[src/hdl/vector_adpcm_frame_decoder_macros.svh]
// ---------------------------------------------------------------------------
// vector adpcm frame decoder assertion macros
// shared concurrent assertion forms, clocked on clk, quiet during reset
// ---------------------------------------------------------------------------
`ifndef VECTOR_ADPCM_FRAME_DECODER_MACROS_SVH
`define VECTOR_ADPCM_FRAME_DECODER_MACROS_SVH

// same-cycle implication
`define VADPCM_ASSERT_SAME(label, ante, cons, msg) \
    label: assert property (@(posedge clk) disable iff (!rst_n) (ante) |-> (cons)) \
        else $error(msg);

// next-cycle implication
`define VADPCM_ASSERT_NEXT(label, ante, cons, msg) \
    label: assert property (@(posedge clk) disable iff (!rst_n) (ante) |=> (cons)) \
        else $error(msg);

`endif

[src/hdl/vadpcm_pkg.sv]
// ---------------------------------------------------------------------------
// vadpcm_pkg
// shared constants and types of the vector adpcm frame decoder
// ---------------------------------------------------------------------------
package vadpcm_pkg;

    localparam int CB_AW      = 7;
    localparam int SMP_W      = 16;
    localparam int ACC_W      = 32;
    localparam int FRAC_SHIFT = 11;

    localparam logic [5:0] SEED_END   = 6'd8;
    localparam logic [5:0] HDR0_POS   = 6'd8;
    localparam logic [5:0] HDR1_POS   = 6'd24;
    localparam logic [5:0] FRAME_LAST = 6'd39;

    localparam logic KIND_COEF = 1'b0;
    localparam logic KIND_BYTE = 1'b1;

    typedef enum logic [2:0] {
        ST_IDLE,
        ST_SEED0,
        ST_SEED1,
        ST_ISSUE,
        ST_DRAIN,
        ST_EMIT
    } ctrl_state_t;

    typedef struct packed {
        logic                    clr;
        logic                    iss;
        logic signed [ACC_W-1:0] init;
        logic signed [SMP_W-1:0] operand;
    } mac_cmd_t;

    typedef struct packed {
        logic                    idle;
        logic signed [SMP_W-1:0] sample;
    } mac_sts_t;

    typedef struct packed {
        logic                    valid;
        logic signed [SMP_W-1:0] sample;
        logic                    run_last;
        logic                    frame_end;
    } emit_t;

endpackage

[src/hdl/vadpcm_cb_ram.sv]
// ---------------------------------------------------------------------------
// vadpcm_cb_ram
// codebook store, one write port, one read port with registered data
// ---------------------------------------------------------------------------
module vadpcm_cb_ram (
    input  logic                                   clk,
    input  logic                                   we,
    input  logic        [vadpcm_pkg::CB_AW-1:0]    waddr,
    input  logic signed [vadpcm_pkg::SMP_W-1:0]    wdata,
    input  logic        [vadpcm_pkg::CB_AW-1:0]    raddr,
    output logic signed [vadpcm_pkg::SMP_W-1:0]    rdata
);
    import vadpcm_pkg::*;

    logic signed [SMP_W-1:0] mem [2**CB_AW];

    always_ff @(posedge clk)
    begin
        if (we)
        begin
            mem[waddr] <= wdata;
        end
    end

    always_ff @(posedge clk)
    begin
        rdata <= mem[raddr];
    end

endmodule

[src/hdl/vadpcm_mac.sv]
// ---------------------------------------------------------------------------
// vadpcm_mac
// shared multiply-accumulate: operand stage, product stage, 32-bit wrap
// accumulator and the shift/saturate back to a 16-bit sample
// ---------------------------------------------------------------------------
module vadpcm_mac (
    input  logic                                clk,
    input  logic                                rst_n,
    input  vadpcm_pkg::mac_cmd_t                cmd,
    input  logic signed [vadpcm_pkg::SMP_W-1:0] coef,
    output vadpcm_pkg::mac_sts_t                sts
);
    import vadpcm_pkg::*;

    localparam int SH_W = ACC_W - FRAC_SHIFT;

    logic                    op_v_reg;
    logic signed [SMP_W-1:0] op_reg;
    logic                    prod_v_reg;
    logic signed [ACC_W-1:0] prod_reg;
    logic signed [ACC_W-1:0] prod_next;
    logic signed [ACC_W-1:0] acc_reg;
    logic        [SH_W-1:0]  sh;

    assign prod_next = coef * op_reg;

    always_ff @(posedge clk or negedge rst_n)
    begin
        if (!rst_n)
        begin
            op_v_reg   <= 1'b0;
            prod_v_reg <= 1'b0;
        end
        else
        begin
            op_v_reg   <= cmd.iss;
            prod_v_reg <= op_v_reg;
        end
    end

    always_ff @(posedge clk)
    begin
        op_reg   <= cmd.operand;
        prod_reg <= prod_next;
        if (cmd.clr)
        begin
            acc_reg <= cmd.init;
        end
        else if (prod_v_reg)
        begin
            acc_reg <= acc_reg + prod_reg;
        end
    end

    // arithmetic shift, then clamp to 16 bits
    always_comb
    begin
        sh       = acc_reg[ACC_W-1:FRAC_SHIFT];
        sts.idle = !op_v_reg && !prod_v_reg;
        if ((&sh[SH_W-1:SMP_W-1]) || !(|sh[SH_W-1:SMP_W-1]))
        begin
            sts.sample = sh[SMP_W-1:0];
        end
        else if (sh[SH_W-1])
        begin
            sts.sample = {1'b1, {(SMP_W-1){1'b0}}};
        end
        else
        begin
            sts.sample = {1'b0, {(SMP_W-1){1'b1}}};
        end
    end

endmodule

[src/hdl/vadpcm_ctrl.sv]
// ---------------------------------------------------------------------------
// vadpcm_ctrl
// frame sequencer: byte position, seeds, header, residuals, history and the
// term schedule that drives the codebook read port and the shared mac
// ---------------------------------------------------------------------------
`include "vector_adpcm_frame_decoder_macros.svh"

module vadpcm_ctrl (
    input  logic                                clk,
    input  logic                                rst_n,
    input  logic                                in_valid,
    output logic                                in_ready,
    input  logic                                kind,
    input  logic        [7:0]                   frame_byte,
    input  logic                                out_free,
    input  vadpcm_pkg::mac_sts_t                mac_sts,
    output logic        [vadpcm_pkg::CB_AW-1:0] cb_raddr,
    output vadpcm_pkg::mac_cmd_t                mac_cmd,
    output vadpcm_pkg::emit_t                   emit
);
    import vadpcm_pkg::*;

    ctrl_state_t             state_reg;
    ctrl_state_t             state_next;
    logic [5:0]              pos_reg;
    logic [7:0]              seed_reg [8];
    logic [2:0]              book_reg;
    logic [3:0]              shift_reg;
    logic signed [SMP_W-1:0] res_reg [8];
    logic [2:0]              gidx_reg;
    logic signed [SMP_W-1:0] hist_reg [2];
    logic [2:0]              tap_reg;
    logic                    sub_reg;
    logic [3:0]              k_reg;
    logic signed [SMP_W-1:0] s0_reg;
    logic                    last_byte_reg;
    logic                    group_end_reg;

    logic                    acc_byte;
    logic                    is_seed;
    logic                    is_hdr;
    logic                    seed_hi;
    logic signed [SMP_W-1:0] seed_s0;
    logic signed [SMP_W-1:0] seed_s1;
    logic [2:0]              tap_w;
    logic [2:0]              t_cur;
    logic [2:0]              j_idx;
    logic [2:0]              res_idx;
    logic                    term_last;
    logic signed [SMP_W-1:0] res_t;

    function automatic logic signed [SMP_W-1:0] nib_res(input logic [3:0] nib,
                                                        input logic [3:0] sh);
        logic signed [SMP_W-1:0] v;
        v = {nib, 12'd0};
        return v >>> sh;
    endfunction

    assign in_ready  = (state_reg == ST_IDLE);
    assign acc_byte  = in_valid && in_ready && (kind == KIND_BYTE);
    assign is_seed   = (pos_reg < SEED_END);
    assign is_hdr    = (pos_reg == HDR0_POS) || (pos_reg == HDR1_POS);
    assign seed_hi   = (pos_reg == HDR1_POS);
    assign seed_s0   = {seed_reg[{seed_hi, 2'd0}], seed_reg[{seed_hi, 2'd1}]};
    assign seed_s1   = {seed_reg[{seed_hi, 2'd2}], seed_reg[{seed_hi, 2'd3}]};
    assign tap_w     = {gidx_reg[2:1], 1'b0};
    assign t_cur     = {tap_reg[2:1], sub_reg};
    assign j_idx     = k_reg[2:0] - 3'd2;
    assign res_idx   = t_cur - k_reg[2:0] + 3'd1;
    assign term_last = (k_reg == ({1'b0, t_cur} + 4'd1));
    assign res_t     = res_reg[t_cur];

    always_ff @(posedge clk or negedge rst_n)
    begin
        if (!rst_n)
        begin
            state_reg <= ST_IDLE;
        end
        else
        begin
            state_reg <= state_next;
        end
    end

    always_comb
    begin
        state_next      = state_reg;
        emit            = '0;
        mac_cmd.clr     = 1'b0;
        mac_cmd.iss     = 1'b0;
        mac_cmd.init    = {{(ACC_W-SMP_W-FRAC_SHIFT){res_t[SMP_W-1]}}, res_t,
                           {FRAC_SHIFT{1'b0}}};
        mac_cmd.operand = res_reg[res_idx];
        cb_raddr        = {book_reg, 1'b1, j_idx};
        if (k_reg == 4'd0)
        begin
            mac_cmd.operand = hist_reg[0];
            cb_raddr        = {book_reg, 1'b0, t_cur};
        end
        else if (k_reg == 4'd1)
        begin
            mac_cmd.operand = hist_reg[1];
            cb_raddr        = {book_reg, 1'b1, t_cur};
        end
        unique case (state_reg)
            ST_IDLE:
            begin
                if (acc_byte && !is_seed)
                begin
                    state_next = is_hdr ? ST_SEED0 : ST_ISSUE;
                end
            end
            ST_SEED0:
            begin
                if (out_free)
                begin
                    emit.valid  = 1'b1;
                    emit.sample = hist_reg[0];
                    state_next  = ST_SEED1;
                end
            end
            ST_SEED1:
            begin
                if (out_free)
                begin
                    emit.valid    = 1'b1;
                    emit.sample   = hist_reg[1];
                    emit.run_last = 1'b1;
                    state_next    = ST_IDLE;
                end
            end
            ST_ISSUE:
            begin
                mac_cmd.iss = 1'b1;
                mac_cmd.clr = (k_reg == 4'd0);
                if (term_last)
                begin
                    state_next = ST_DRAIN;
                end
            end
            ST_DRAIN:
            begin
                if (mac_sts.idle)
                begin
                    state_next = ST_EMIT;
                end
            end
            ST_EMIT:
            begin
                if (out_free)
                begin
                    emit.valid     = 1'b1;
                    emit.sample    = mac_sts.sample;
                    emit.run_last  = sub_reg;
                    emit.frame_end = sub_reg && last_byte_reg;
                    state_next     = sub_reg ? ST_IDLE : ST_ISSUE;
                end
            end
            default:
            begin
                state_next = ST_IDLE;
            end
        endcase
    end

    always_ff @(posedge clk or negedge rst_n)
    begin
        if (!rst_n)
        begin
            pos_reg   <= '0;
            book_reg  <= '0;
            shift_reg <= '0;
            gidx_reg  <= '0;
            k_reg     <= '0;
            sub_reg   <= 1'b0;
        end
        else
        begin
            k_reg <= (state_reg == ST_ISSUE && !term_last) ? k_reg + 4'd1 : 4'd0;
            if (acc_byte)
            begin
                pos_reg <= (pos_reg == FRAME_LAST) ? 6'd0 : pos_reg + 6'd1;
                sub_reg <= 1'b0;
                if (is_hdr)
                begin
                    book_reg  <= frame_byte[6:4];
                    shift_reg <= frame_byte[3:0];
                    gidx_reg  <= '0;
                end
                else if (!is_seed)
                begin
                    gidx_reg <= (pos_reg[1:0] == 2'd3) ? 3'd0 : tap_w + 3'd2;
                end
            end
            else if (state_reg == ST_EMIT && out_free)
            begin
                sub_reg <= 1'b1;
            end
        end
    end

    // payload state
    always_ff @(posedge clk)
    begin
        if (acc_byte)
        begin
            last_byte_reg <= (pos_reg == FRAME_LAST);
            group_end_reg <= (pos_reg[1:0] == 2'd3);
            tap_reg       <= tap_w;
            if (is_seed)
            begin
                seed_reg[pos_reg[2:0]] <= frame_byte;
            end
            else if (is_hdr)
            begin
                hist_reg[0] <= seed_s0;
                hist_reg[1] <= seed_s1;
            end
            else
            begin
                res_reg[tap_w]                 <= nib_res(frame_byte[7:4], shift_reg);
                res_reg[{tap_w[2:1], 1'b1}]    <= nib_res(frame_byte[3:0], shift_reg);
            end
        end
        if (state_reg == ST_EMIT && out_free)
        begin
            if (!sub_reg)
            begin
                s0_reg <= mac_sts.sample;
            end
            else if (group_end_reg)
            begin
                hist_reg[0] <= s0_reg;
                hist_reg[1] <= mac_sts.sample;
            end
        end
    end

    `VADPCM_ASSERT_SAME(a_emit_room, emit.valid, out_free, "sample issued into a full output register")
    `VADPCM_ASSERT_NEXT(a_hdr_seed, acc_byte && is_hdr, state_reg == ST_SEED0, "header beat did not start seed output")
    `VADPCM_ASSERT_SAME(a_clr_first, mac_cmd.clr, mac_cmd.iss && (k_reg == 4'd0), "accumulator cleared off the first term")
    `VADPCM_ASSERT_SAME(a_clr_drained, mac_cmd.clr, mac_sts.idle, "accumulator cleared with terms in flight")

endmodule

[src/hdl/vector_adpcm_frame_decoder.sv]
// ---------------------------------------------------------------------------
// vector_adpcm_frame_decoder
// order-2 vector adpcm decoder for 40-byte frames, two 32-sample subframes
// ---------------------------------------------------------------------------
// The block takes one beat per input: kind 0 writes one 16-bit coefficient
// into the 128-word codebook (load every word a frame will use before
// sending it), kind 1 delivers the next frame byte. Seed bytes 0..7 give no
// output; header bytes 8 and 24 give the two seed samples of their subframe;
// every other byte gives two predicted samples, run_last marking the second
// and frame_end the 64th sample of the frame. Decoding runs through the
// single shared multiply-accumulate: tap t needs t+2 codebook reads, issued
// one per cycle through the one read port of the codebook memory, followed
// by a drain of the memory, product and accumulate stages before the sample
// is handed to the output register. No new input beat is taken while a
// byte is decoded. The output register decouples the sides: a new input
// beat is taken while the last sample of the previous one still waits for
// out_ready.
// ---------------------------------------------------------------------------
module vector_adpcm_frame_decoder (
    input  logic                                clk,
    input  logic                                rst_n,
    // input channel
    input  logic                                in_valid,
    output logic                                in_ready,
    input  logic                                kind,
    input  logic        [6:0]                   coef_index,
    input  logic signed [vadpcm_pkg::SMP_W-1:0] coef_value,
    input  logic        [7:0]                   frame_byte,
    // output channel
    output logic                                out_valid,
    input  logic                                out_ready,
    output logic signed [vadpcm_pkg::SMP_W-1:0] sample,
    output logic                                run_last,
    output logic                                frame_end
);
    import vadpcm_pkg::*;

    logic                    out_valid_reg;
    logic signed [SMP_W-1:0] sample_reg;
    logic                    run_last_reg;
    logic                    frame_end_reg;
    logic                    out_free;
    logic                    cb_we;
    logic [CB_AW-1:0]        cb_raddr;
    logic signed [SMP_W-1:0] cb_rdata;
    mac_cmd_t                mac_cmd;
    mac_sts_t                mac_sts;
    emit_t                   emit;

    // output register may load when empty or being drained this cycle
    assign out_free = !out_valid_reg || out_ready;

    // codebook beats write straight into the memory
    assign cb_we = in_valid && in_ready && (kind == KIND_COEF);

    vadpcm_cb_ram u_cb_ram (
        .clk   (clk),
        .we    (cb_we),
        .waddr (coef_index),
        .wdata (coef_value),
        .raddr (cb_raddr),
        .rdata (cb_rdata)
    );

    vadpcm_mac u_mac (
        .clk   (clk),
        .rst_n (rst_n),
        .cmd   (mac_cmd),
        .coef  (cb_rdata),
        .sts   (mac_sts)
    );

    vadpcm_ctrl u_ctrl (
        .clk        (clk),
        .rst_n      (rst_n),
        .in_valid   (in_valid),
        .in_ready   (in_ready),
        .kind       (kind),
        .frame_byte (frame_byte),
        .out_free   (out_free),
        .mac_sts    (mac_sts),
        .cb_raddr   (cb_raddr),
        .mac_cmd    (mac_cmd),
        .emit       (emit)
    );

    // output beat register
    always_ff @(posedge clk or negedge rst_n)
    begin
        if (!rst_n)
        begin
            out_valid_reg <= 1'b0;
        end
        else if (out_free)
        begin
            out_valid_reg <= emit.valid;
        end
    end

    always_ff @(posedge clk)
    begin
        if (out_free && emit.valid)
        begin
            sample_reg    <= emit.sample;
            run_last_reg  <= emit.run_last;
            frame_end_reg <= emit.frame_end;
        end
    end

    assign out_valid = out_valid_reg;
    assign sample    = sample_reg;
    assign run_last  = run_last_reg;
    assign frame_end = frame_end_reg;

endmodule

[config.mk]
export PLATFORM = sky130hd
export DESIGN_NAME = vector_adpcm_frame_decoder
export DESIGN_NICKNAME = d
export VERILOG_FILES = /design/src/hdl/vadpcm_pkg.sv /design/src/hdl/vadpcm_cb_ram.sv /design/src/hdl/vadpcm_mac.sv /design/src/hdl/vadpcm_ctrl.sv /design/src/hdl/vector_adpcm_frame_decoder.sv
export VERILOG_INCLUDE_DIRS = /design/src /design/src/hdl
export SDC_FILE = /design/constraint.sdc
export NUM_CORES = 2
export LEC_CHECK = 0
export BUFFER_PORTS_ARGS = -buffer_cell sky130_fd_sc_hd__clkbuf_2
export CORE_MARGIN = 2
export CORE_UTILIZATION = 35
export CTS_BUF_LIST = sky130_fd_sc_hd__clkbuf_8
export DETAILED_ROUTE_END_ITERATION = 10
export PLACE_DENSITY = 0.49
export SLEW_MARGIN = 10
export SYNTH_ARGS = -nofsm -noshare
export SYNTH_HDL_FRONTEND = slang
export SYNTH_SLANG_ARGS = --single-unit
[constraint.sdc]
create_clock -name clk -period 7.6 [get_ports clk]
set_input_delay 0.76 -clock clk [delete_from_list [all_inputs] [get_ports clk]]
set_output_delay 0.76 -clock clk [all_outputs]
set_load 0.005 [all_outputs]
==> out/qor.json <==
{
  "synth.lib_cells_used.distinct": 83,
  "mostFrequentLayoutCell": "sky130_fd_sc_hd__edfxtp_1",
  "maxcap_viol_count": 0,
  "finalWirelength_um": 348000,
  "synth_area_per_cell_sq_um": 13.6,
  "multi_input_area_sq_um": 33400,
  "final_max_slew_viol_count": 0,
  "largest_register_ffs": 2048,
  "grt_remaining_overflow": 0,
  "register_area_sq_um": 72200,
  "ys.flop_type": "sky130_fd_sc_hd__edfxtp_1",
  "clock-skew-final_ns": 0.109,
  "worst-slew-pin-transition_ns": 1.32,
  "via_count_of_the_first_global_routing_pass": 67900,
  "dpl.hpwl_um": 214000,
  "hold_viol": 0,
  "worst-setup-path-type": "reg2reg",
  "detail_route.first_pass.iterations": 6,
  "die_h_um": 561,
  "cts_tree": "built",
  "cts_setup_buffers": 0,
  "asyncSetResetFlopFracSynth_pct": 1.07,
  "design.final.nets": 8706,
  "worst_slew_margin_rel_pct": 11.4,
  "via_count_of_the_routed_design": 68900,
  "buffer_ports.inserted": 55,
  "gp_congestion": 0.837,
  "clock_latency_ns": 1.10,
  "clock-sinks": 2432,
  "clk_pin_slew_worst_paths_ns": 0.08,
  "synthCells": 7985,
  "filler_cells": 29100,
  "setup_viol": 0,
  "grt_start_max_net_pins": 100,
  "synth.ff_latch_count": 2432,
  "synth_fp_nets": 8411,
  "floorplan.rows": 204,
  "floorplan.initialDensity_pct": 35.1,
  "hold_path.class": "in2reg",
  "setup_tns_ns": 0,
  "max_clock_freq_mhz": 146,
  "drc_errors": 0,
  "crit_fanout": 16,
  "final_antenna_net_count": 0,
  "ctsLongestPathBuffers": 4,
  "worstPathRequired_ns": 8.51,
  "via_per_inst": 5.41,
  "layout_common_cells": "sky130_fd_sc_hd__edfxtp_1 (2331), sky130_fd_sc_hd__nand2_1 (1413), sky130_fd_sc_hd__inv_1 (485)",
  "cts_inserted_buffers": 414,
  "final_min_period_over_clock_period_pct": 90.3,
  "htree_num_levels": 5,
  "run_status": "completed",
  "grt.total_usage_pct": 21.7,
  "design.die.area_sq_um": 315000,
  "cts_root_buf": "sky130_fd_sc_hd__clkbuf_8",
  "die_width_um": 561,
  "synth-edff-count": 2331,
  "netlist_area_sq_um": 109000,
  "yosys-top-cells-area": "sky130_fd_sc_hd__edfxtp_1 (64%), sky130_fd_sc_hd__nand2_1 (4.9%), sky130_fd_sc_hd__fa_1 (4.9%)",
  "grt_pass1_wl_um": 498000,
  "final_period_minus_worst_setup_slack_ns": 6.87,
  "yosys_warnings": 0,
  "ff2ff_path_depth": 20,
  "placed_area_sq_um": 115000,
  "post_synthesis_sequential_area_ratio_pct": 66.5,
  "area_of_the_core_region_sq_um": 309000,
  "rsz_0062_raised_after_global_routing": "no",
  "number_of_antenna_violations_at_the_first_check_in_global_routing": 21,
  "drtIter0Drc": 6777,
  "worst_hold_path.num_cells": 1,
  "flow.area_growth_from_synthesis_pct": 12.7,
  "cp-end-kind": "register",
  "synth_top_cell_area_share_pct": 64.5,
  "detail_route.wl_per_cell_um": 27.4,
  "worst_ep_arrival_time_ns": 7.77,
  "floorplan.io_pins": 56,
  "yosys.area.top_type": "sky130_fd_sc_hd__edfxtp_1",
  "final_layout_size_suffix_gt1_share_pct": 13.2,
  "post-route-cell-area_sq_um": 122000,
  "crit_path_start_kind": "register"
}
## critical path, cell delays in order (launching register included)
cell and delay, ns:
sky130_fd_sc_hd__dfxtp_1 0.75, sky130_fd_sc_hd__nand2_1 0.17, sky130_fd_sc_hd__fa_1 0.54, sky130_fd_sc_hd__fa_1 0.52, sky130_fd_sc_hd__fa_1 0.52, sky130_fd_sc_hd__inv_1 0.06, sky130_fd_sc_hd__fa_1 0.49, sky130_fd_sc_hd__fa_1 0.49
sky130_fd_sc_hd__inv_1 0.05, sky130_fd_sc_hd__fa_1 0.47, sky130_fd_sc_hd__inv_1 0.05, sky130_fd_sc_hd__ha_1 0.32, sky130_fd_sc_hd__a21o_1 0.17, sky130_fd_sc_hd__a221oi_1 0.40, sky130_fd_sc_hd__o31ai_1 0.25, sky130_fd_sc_hd__o211a_1 0.32
sky130_fd_sc_hd__a41o_1 0.26, sky130_fd_sc_hd__o2111ai_1 0.19, sky130_fd_sc_hd__a21boi_0 0.19, sky130_fd_sc_hd__o41a_1 0.36, sky130_fd_sc_hd__xor2_1 0.14
## worst paths after layout
path                                          start                        endpoint  slack (ns)
setup / recovery            u_mac.op_reg[1]$_DFF_P_      u_mac.prod_reg[29]$_DFF_P_        0.73
hold / removal                        coef_value[7]   u_cb_ram.mem[70][7]$_DFFE_PP_        0.15
setup reg to reg            u_mac.op_reg[1]$_DFF_P_      u_mac.prod_reg[29]$_DFF_P_        0.73
hold reg to reg            u_mac.op_v_reg$_DFF_PN0_      u_mac.prod_v_reg$_DFF_PN0_        0.40
max in group asynchronous                     rst_n      u_ctrl.sub_reg$_DFFE_PN0P_        6.60
min in group asynchronous                     rst_n  u_ctrl.gidx_reg[1]$_DFFE_PN0P_        0.39
## metrics by stage
step / hold slack (ns) / cells / setup slack, ns / utilization, %
3_5_place_dp: 0.386 / 12000 / 0.712 / 37.2
3_3_place_gp: 0.389 / 12000 / 0.749 / 37.2
2_1_floorplan: 0.349 / 7985 / 1.40 / -
6_report: 0.151 / 12700 / 0.734 / 39.6
4_1_cts: 0.0302 / 12700 / 0.694 / 39.6
5_1_grt: 0.128 / 12700 / 0.324 / 39.6
## layout make-up
| type | instances | share of cell area, % |
|---|---|---|
| flip-flops and latches | 2432 | 59.0 |
| multi-input cells | 4743 | 27.3 |
| clock buffers | 425 | 4.78 |
| well taps | 4120 | 4.21 |
| repair buffers | 363 | 2.49 |
| clock inverters | 310 | 1.25 |
| inverters | 326 | 1.00 |
| diodes | 14 | 0.0286 |
## logic make-up (layout without fill, tap and decap cells)
kind of cell / count (synthesis) / in the layout / share of synthesized area (%)
XOR/XNOR: 74 / 74 / 0.597
buffers and inverters: 810 / 1424 / 3.04
multiplexers: 503 / 503 / 5.70
other: 0 / 14 / 0
adder cells (fa/ha/maj): 390 / 390 / 6.31
flip-flops: 2432 / 2432 / 66.5
AO/OA/AOI/OAI: 1216 / 1216 / 7.53
AND/OR/NAND/NOR: 2560 / 2560 / 10.3
## metal layers
metal	vias to the layer above	wire, um	track usage (%)
met3	487	20500	2.89
met1	35900	151000	30.0
met2	2338	166000	35.4
li1	30200	-	-
met4	12	10100	6.67
met5	-	78	0
## synthesized netlist by cell type (all sizes together), types with 16 or more instances
library cell     n
a2111oi         27
a211oi          78
a21o            43
a21oi          346
a221oi          29
a311oi          42
a31o            30
a31oi           70
a41o            18
and2           141
and3           130
buf            203
clkbuf         281
dfrtp           26
dfxtp           75
edfxtp        2331
fa             263
ha             127
inv            326
mux2            61
mux2i          356
mux4            86
nand2         1418
nand2b          25
nand3          347
nand4           37
nor2           296
nor2b           17
nor3           105
o21a            16
o21ai          202
o221a           19
o221ai          96
o22ai           59
xnor2           52
xor2            22
## timing repair
action / in CTS / in global routing
hold buffers: 1 / 0
gates resized for setup: 0 / 0
endpoints found under the setup margin: 0 / 0
hold endpoints to repair: 26 / 0
Power is left out: the tool's default activity adds up to more than one toggle a clock period on the data nets, which glitch-free logic cannot reach.
